$ cat config.mk
export PLATFORM = sky130hd
export DESIGN_NAME = uvs_front
export DESIGN_NICKNAME = d
export VERILOG_FILES = /design/src/uvs_pkg.sv /design/src/uvs_front.sv
export VERILOG_INCLUDE_DIRS = /design/src /design/src/src
export SDC_FILE = /design/constraint.sdc
export NUM_CORES = 1
export LEC_CHECK = 0
export BUFFER_PORTS_ARGS = -buffer_cell sky130_fd_sc_hd__buf_2
export CORE_MARGIN = 2
export CORE_UTILIZATION = 29
export CTS_CLUSTER_SIZE = 25
export DETAILED_ROUTE_END_ITERATION = 10
export PLACE_DENSITY = 0.46
export SETUP_SLACK_MARGIN = 0.05
export SLEW_MARGIN = 20
export SYNTH_ARGS = -nofsm -noshare
export SYNTH_HDL_FRONTEND = slang
export SYNTH_SLANG_ARGS = --single-unit
$ cat constraint.sdc
create_clock -name clk -period 2.6 [get_ports clk]
set_clock_uncertainty 0.2 [all_clocks]
set_input_delay 0.52 -clock clk [delete_from_list [all_inputs] [get_ports clk]]
set_output_delay 0.52 -clock clk [all_outputs]
set_load 0.005 [all_outputs]
$ cat src/uv_sphere_vertex_and_index_generator_top_assert.svh
// Assertion macros shared by the RTL files.
`ifndef UV_SPHERE_VERTEX_AND_INDEX_GENERATOR_TOP_ASSERT_SVH
`define UV_SPHERE_VERTEX_AND_INDEX_GENERATOR_TOP_ASSERT_SVH

// Condition must never hold outside reset.
`define UVS_ASSERT_NEVER(lbl, cond, msg) \
	lbl: assert property (@(posedge clk) disable iff (!arst_n) !(cond)) else $error(msg);

// Antecedent implies consequent in the same cycle.
`define UVS_ASSERT_IMPLY(lbl, a, b, msg) \
	lbl: assert property (@(posedge clk) disable iff (!arst_n) (a) |-> (b)) else $error(msg);

// Antecedent implies consequent in the next cycle.
`define UVS_ASSERT_NEXT(lbl, a, b, msg) \
	lbl: assert property (@(posedge clk) disable iff (!arst_n) (a) |=> (b)) else $error(msg);

`endif

$ cat src/uvs_pkg.sv
package uvs_pkg;

	localparam int MAX_SEGMENTS     = 255;
	localparam int ANGLE_ITERATIONS = 16;
	localparam int Q_DEPTH          = 4;
	localparam int ONE_Q14          = 16384;
	localparam logic signed [33:0] CORDIC_START = 34'sd652032874;

	// item kinds
	localparam logic FUNC_VERTEX = 1'b0;
	localparam logic FUNC_QUAD   = 1'b1;

	// register indexes
	localparam logic [1:0] REG_X_SEGMENTS   = 2'd0;
	localparam logic [1:0] REG_Y_SEGMENTS   = 2'd1;
	localparam logic [1:0] REG_VERTEX_COLOR = 2'd2;

	typedef struct packed {
		logic        func;
		logic [7:0]  gx;
		logic [7:0]  gy;
		logic [15:0] tl;
		logic [15:0] bl;
	} entry_t;

	typedef struct packed {
		logic        func;
		logic        last;
		logic [15:0] index;
	} tag_t;

	typedef struct packed {
		logic signed [15:0] pos_x;
		logic signed [15:0] pos_y;
		logic signed [15:0] pos_z;
		logic [15:0]        tex_u;
		logic [15:0]        tex_v;
		logic signed [15:0] tangent_x;
		logic signed [15:0] tangent_z;
		logic signed [15:0] binormal_x;
		logic signed [15:0] binormal_y;
		logic signed [15:0] binormal_z;
		logic [15:0]        vertex_index;
		logic               last;
	} result_t;

	// arctangent of 2^-i in 2^-32 turn units
	function automatic logic [29:0] atan_turn(input int i);
		logic [29:0] r;
		case (i)
			0: r = 30'd536870912;
			1: r = 30'd316933406;
			2: r = 30'd167458907;
			3: r = 30'd85004756;
			4: r = 30'd42667331;
			5: r = 30'd21354465;
			6: r = 30'd10679838;
			7: r = 30'd5340245;
			8: r = 30'd2670163;
			9: r = 30'd1335087;
			10: r = 30'd667544;
			11: r = 30'd333772;
			12: r = 30'd166886;
			13: r = 30'd83443;
			14: r = 30'd41722;
			15: r = 30'd20861;
			16: r = 30'd10430;
			17: r = 30'd5215;
			18: r = 30'd2608;
			19: r = 30'd1304;
			20: r = 30'd652;
			21: r = 30'd326;
			22: r = 30'd163;
			23: r = 30'd81;
			default: r = 30'd0;
		endcase
		return r;
	endfunction

	// clip to plus or minus one in Q1.14
	function automatic logic signed [15:0] sat_q14(input logic signed [35:0] v);
		logic signed [15:0] r;
		if (v > 36'sd16384) begin
			r = 16'(ONE_Q14);
		end else if (v < -36'sd16384) begin
			r = -16'(ONE_Q14);
		end else begin
			r = v[15:0];
		end
		return r;
	endfunction

endpackage

$ cat src/uvs_front.sv
module uvs_front (
	input  logic            clk,
	input  logic            arst_n,
	input  logic            push,
	output logic            full,
	input  logic            func,
	input  logic [7:0]      grid_x,
	input  logic [7:0]      grid_y,
	input  logic [7:0]      xs,
	input  logic [7:0]      ys,
	output logic            q_valid,
	output uvs_pkg::entry_t q_head,
	input  logic            q_pop
);
	import uvs_pkg::*;

	localparam int PW = $clog2(Q_DEPTH);

	entry_t         mem_q [Q_DEPTH];
	logic [PW-1:0]  wp_q, rp_q;
	logic [PW:0]    cnt_q;
	entry_t         ent;
	logic [7:0]     gx, gy, xm1, ym1;
	logic [8:0]     row;
	logic           wr;

	// clamp and classify the incoming request
	always_comb begin
		xm1 = xs - 8'd1;
		ym1 = ys - 8'd1;
		row = {1'b0, xs} + 9'd1;
		if (func == FUNC_QUAD) begin
			gx = (grid_x > xm1) ? xm1 : grid_x;
			gy = (grid_y > ym1) ? ym1 : grid_y;
		end else begin
			gx = (grid_x > xs) ? xs : grid_x;
			gy = (grid_y > ys) ? ys : grid_y;
		end
		ent.func = func;
		ent.gx   = gx;
		ent.gy   = gy;
		ent.tl   = 16'(gy * row) + {8'd0, gx};
		ent.bl   = 16'(gy * row) + {8'd0, gx} + {7'd0, row};
	end

	assign full    = (cnt_q == (PW+1)'(Q_DEPTH));
	assign wr      = push && !full;
	assign q_valid = (cnt_q != '0);
	assign q_head  = mem_q[rp_q];

	// hold queued requests
	always_ff @(posedge clk) begin
		if (wr) begin
			mem_q[wp_q] <= ent;
		end
	end

	// advance pointers and fill count
	always_ff @(posedge clk or negedge arst_n) begin
		if (!arst_n) begin
			wp_q  <= '0;
			rp_q  <= '0;
			cnt_q <= '0;
		end else begin
			if (wr) begin
				wp_q <= wp_q + PW'(1);
			end
			if (q_pop) begin
				rp_q <= rp_q + PW'(1);
			end
			cnt_q <= cnt_q + (PW+1)'(wr) - (PW+1)'(q_pop);
		end
	end

`include "uv_sphere_vertex_and_index_generator_top_assert.svh"
	`UVS_ASSERT_NEVER(a_no_underflow, q_pop && !q_valid, "queue popped while empty")
	`UVS_ASSERT_NEXT(a_fill_tracks, wr && !q_pop, cnt_q == $past(cnt_q) + 1'b1, "fill count lost a write")

endmodule

# Yosys cells after proc, flatten, opt, wreduce, memory -nomap -nowiden
# Memory sizes are Yosys's and may differ from the RTL's.
# Index checks and enable logic that the tools add are counted.
dict set report word_totals {
  mem_bits_rw 196
  word_cells 30
  register_bits 7
  output_inout_bits 51
  mem_count 1
}
# memory words word_bits rd rd_clocked_by_memory_dff write_ports line_no
set mem_list {}
lappend mem_list {mem_q 4 49 1 0 1 uvs_front.sv:19} ;# entry_t mem_q [Q_DEPTH];
dict set report op_classes {
  eq_ne 1
  n_mux 8
  n_addsub 9
  magnitude_cmp 4
  reduce_logical 3
  mul 1
}
# operator n
set op_table {}
lappend op_table {{2-to-1 mux 8 bit} 6}
lappend op_table {{> comparator 8 bit} 4}
lappend op_table {{adder 16 x 8 -> 16 bit} 1}
lappend op_table {{adder 16 x 9 -> 16 bit} 1}
lappend op_table {{multiplier 8 x 9 -> 16 bit} 1}
lappend op_table {{subtractor 8 x 1 -> 8 bit, second input constant} 2}
lappend op_table {{adder 8 x 1 -> 9 bit, second input constant} 1}
lappend op_table {{adder 2 x 1 -> 2 bit, second input constant} 2}
lappend op_table {{adder 3 x 1 -> 3 bit} 1}
lappend op_table {{== test 3 bit, second input constant} 1}
lappend op_table {{nonzero test 3 bit} 1}
lappend op_table {{subtractor 3 x 1 -> 3 bit} 1}
lappend op_table {{2-to-1 mux 1 bit} 2}
lappend op_table {{logical AND 1 bit} 1}
lappend op_table {{zero test 1 bit} 1}

# Longest topological paths before layout
dict set report depth {
  ltp_word 7
  depth_mapped 34
  depth_no_buf 33
}

# Least setup slack after synthesis
# No wires, ideal clock.
dict set report synth_path {
  kind {input-to-reg}
  from {input ys[0]}
  to {memory mem_q[0][15] in the netlist's numbering (data pin)}
  slack_ns -5.141
  setup_ns 0.270
  path_stages 32
  arrival_time_ns 7.270
  n_path_buf 1
  path_cell_list {inv_1 -> ha_1 -> inv_1 -> nor3_1 -> nand3_1 -> xnor2_1 -> ha_1 -> and3_1 -> nand3_1 -> o22ai_1 -> or2_2 -> clkbuf_1 -> nor2_1 -> a21oi_1 -> mux2_2 -> inv_1 -> nand2_1 -> fa_1 -> fa_1 -> inv_1 -> fa_1 -> inv_1 -> fa_1 -> inv_1 -> ha_1 -> or3_1 -> o32a_2 -> a31oi_1 -> xnor2_1 -> and4_1 -> nand4_1 -> xor2_1}
}
# element line_no
set synth_rtl {}
lappend synth_rtl {{start: declaration} uvs_front.sv:10} ;# input logic [7:0] ys,
lappend synth_rtl {{end: declaration} uvs_front.sv:19}

==> impl_metrics.csv <==
group,metric,value,unit
outcome,run_status,"finished, violations left",
outcome,violations,"negative setup slack",
drt,dr.pass1.iters,4,
drt,wl_per_cell,16.80,um
global_routing,grt_pass1_wl,48.32,mm
synth,ys.warnings.count,0,
clock_tree,clockRootBuffer,"clkbuf_16",
worst_setup_path,cp_common_cell,"fa_1",
global_routing,grt_usage,14.16,%
die,fp.dieH,208.0,um
placed_design,dpl.cell_count,1707,
final_layout,multi_input_area,0.006739,mm^2
timing,fin_crit,6940,ps
worst_setup_path,start_kind,"primary input",
worst_setup_path,critPathBufInv,8,
worst_setup_path,cp_slowest_cell,"fa_1",
synth,ys_top_cells_by_area,"edfxtp_1, mux4_2, ha_1",
synth,synth_cell_types,57,
die,placementRows,74,
clock_tree,clkTransAtPathRegs,60,ps
synth,yosysSeqAreaShare,50.22,%
timing,tightest_slew,435.3,ps
global_routing,grt_pass1_vias,8791,
final_layout,layout_common_cells,"buf_4, edfxtp_1, inv_1",
timing,setup_slack,-4340,ps
hold_path,hp-class,"primary input to flop",
worst_setup_path,cp_top_family,"adder cells",
drt,drt_wl_total,30.23,mm
die,initial_core_util,29.49,%
timing,rsz0062_at_grt,"true",
clock_tree,clock_sinks,203,
drt,dr.first_iter.drc_count,337,
clock_tree,cts_tree,"yes",
synth,synth_seq_cells,203,
clock_tree,htree_levels,1,
clock_tree,numCtsBuffers,22,
die,die_area,0.04326,mm^2
global_routing,grt_max_degree,51,
final_layout,mostFrequentLayoutCell,"buf_4",
synth,syn_nets,1062,
worst_setup_path,r2r_slack,350,ps
synth,synth_ff_type,"edfxtp_1",
worst_setup_path,criticalPathCategory,"primary input to flop",
worst_setup_path,crit_required,2630,ps
timing,finalMaxSlewViolations,0,
die,chipWidth,208.0,um
die,io_pins,88,
timing,fmax,144.1,MHz
synth,yosysTopAreaCellShare,48.77,%
timing,timing.final.crit_share,266.9,%
final_layout,num-nets-final,1426,
final_layout,layout.cells.non_filler,1799,
placed_design,gp_congestion,0.8097,
drt,ant_nets,0,
global_routing,gr-total-overflow,0,
drt,vias,8088,
timing,setup_viol,233,
worst_setup_path,arrival,6970,ps
synth,synthArstFlopShare,3.448,%
worst_setup_path,max_stage_delay,550,ps
clock_tree,clock_latency,500,ps
drt,viasPerCell,4.496,
worst_setup_path,crit_path_end_kind,"flop",
final_layout,fillers,3805,
die,core_area,0.04092,mm^2
placed_design,place_ws,-5136,ps
final_layout,drive_above_1_share,51.62,%
placed_design,hpwl,22.42,mm
synth,netlist_area,0.01207,mm^2
synth,synth.avg_cell_area,13.59,um^2
clock_tree,clk_path_buf_depth,3,
final_layout,diodes,0,
synth,netlist.top_cell.by_area,"edfxtp_1",
run,cap_violations,0,
worst_setup_path,path_max_fanout,6,
synth,synth_cells,888,
placed_design,io_buffers,87,
synth,synth_edf_count,196,
final_layout,regArea,0.006066,mm^2
timing,relSlewSlack,70.75,%
timing,hold_violations,0,
final_layout,areaGrowthSynthToFinish,45.27,%
drt,post-route-drc-count,0,
global_routing,antenna_found_initial,0,
Yosys cell counts, types with 5 or more instances:
cell,n
nand3_1,18
nor2b_1,5
dfrtp_1,7
mux2i_1,18
nand2_1,45
fa_1,51
and2_1,13
a21o_1,11
a211oi_1,7
mux2_2,16
xor2_1,5
a21oi_1,23
mux4_2,49
clkbuf_1,13
o21a_1,8
edfxtp_1,196
nor3_1,14
nor2_1,62
o21ai_0,17
ha_1,86
xnor2_1,42
inv_1,127
nand2b_1,5
per-layer routing:
metal / up-vias / GRT usage [%] / routed length (um)
met5: - / 0 / 0
met4: 0 / 3.253 / 454
met3: 34 / 1.660 / 828
met2: 96 / 25.01 / 15240
met1: 4040 / 18.62 / 13710
li1: 3918 / - / -
cell families after synthesis:
logic type	synth area share, %
flops	50.22
xor+xnor	3.598
simple gates	7.081
buf+inv	4.718
compound gates	4.759
mux	12.24
fa+ha+maj	17.38
registers in the layout, summed over array words and instances (netlist names):
name,count
mem_q,196
wp_q,2
cnt_q,3
rp_q,2
repair_timing:
| item | 4_1_cts | 5_1_grt |
|---|---|---|
| setup buffers | 40 | 22 |
| gates resized for setup | 159 | 81 |
| setup endpoints to repair | 241 | 241 |
| hold buffers | 1 | 0 |
| cloned | 1 | 0 |
| hold endpoints to repair | 7 | 0 |
| pin swaps | 94 | 80 |
final timing paths:
path / from / end / cells past startpoint
min reg2reg: cnt_q[2]$_DFF_PN0_ / cnt_q[2]$_DFF_PN0_ / 1
min in group asynchronous: arst_n / cnt_q[2]$_DFF_PN0_ / 2
max reg2reg: cnt_q[1]$_DFF_PN0_ / cnt_q[2]$_DFF_PN0_ / 10
max in group asynchronous: arst_n / rp_q[0]$_DFFE_PN0P_ / 2
max: ys[1] / mem_q[0][15]$_DFFE_PP_ / 33
min: q_pop / rp_q[0]$_DFFE_PN0P_ / 2
cell type report:
type / instances / area share (%)
clock buffer: 27 / 3.369
clock inverter: 12 / 0.3640
inverter: 128 / 2.941
multi-input combinational: 537 / 38.44
sequential: 203 / 34.60
tap: 532 / 3.797
timing repair buffer: 360 / 16.49
per-stage QoR:
| stage | utilization (%) | TNS (ps) | cell area (um^2) | hold slack [ps] |
|---|---|---|---|---|
| finish | 42.84 | -444380 | 17530 | 38.45 |
| global route | 42.84 | -477780 | 17530 | 36.95 |
| CTS | 41.67 | -452740 | 17050 | 25.27 |
| detailed placement | 37.59 | -573800 | 15380 | 162.6 |
| global placement | 37.59 | -559250 | 15380 | 163.8 |
| floorplan | - | -480560 | 12590 | 24.41 |
Power is left out: the tool's default activity adds up to more than one toggle a clock period on the data nets, which glitch-free logic cannot reach.
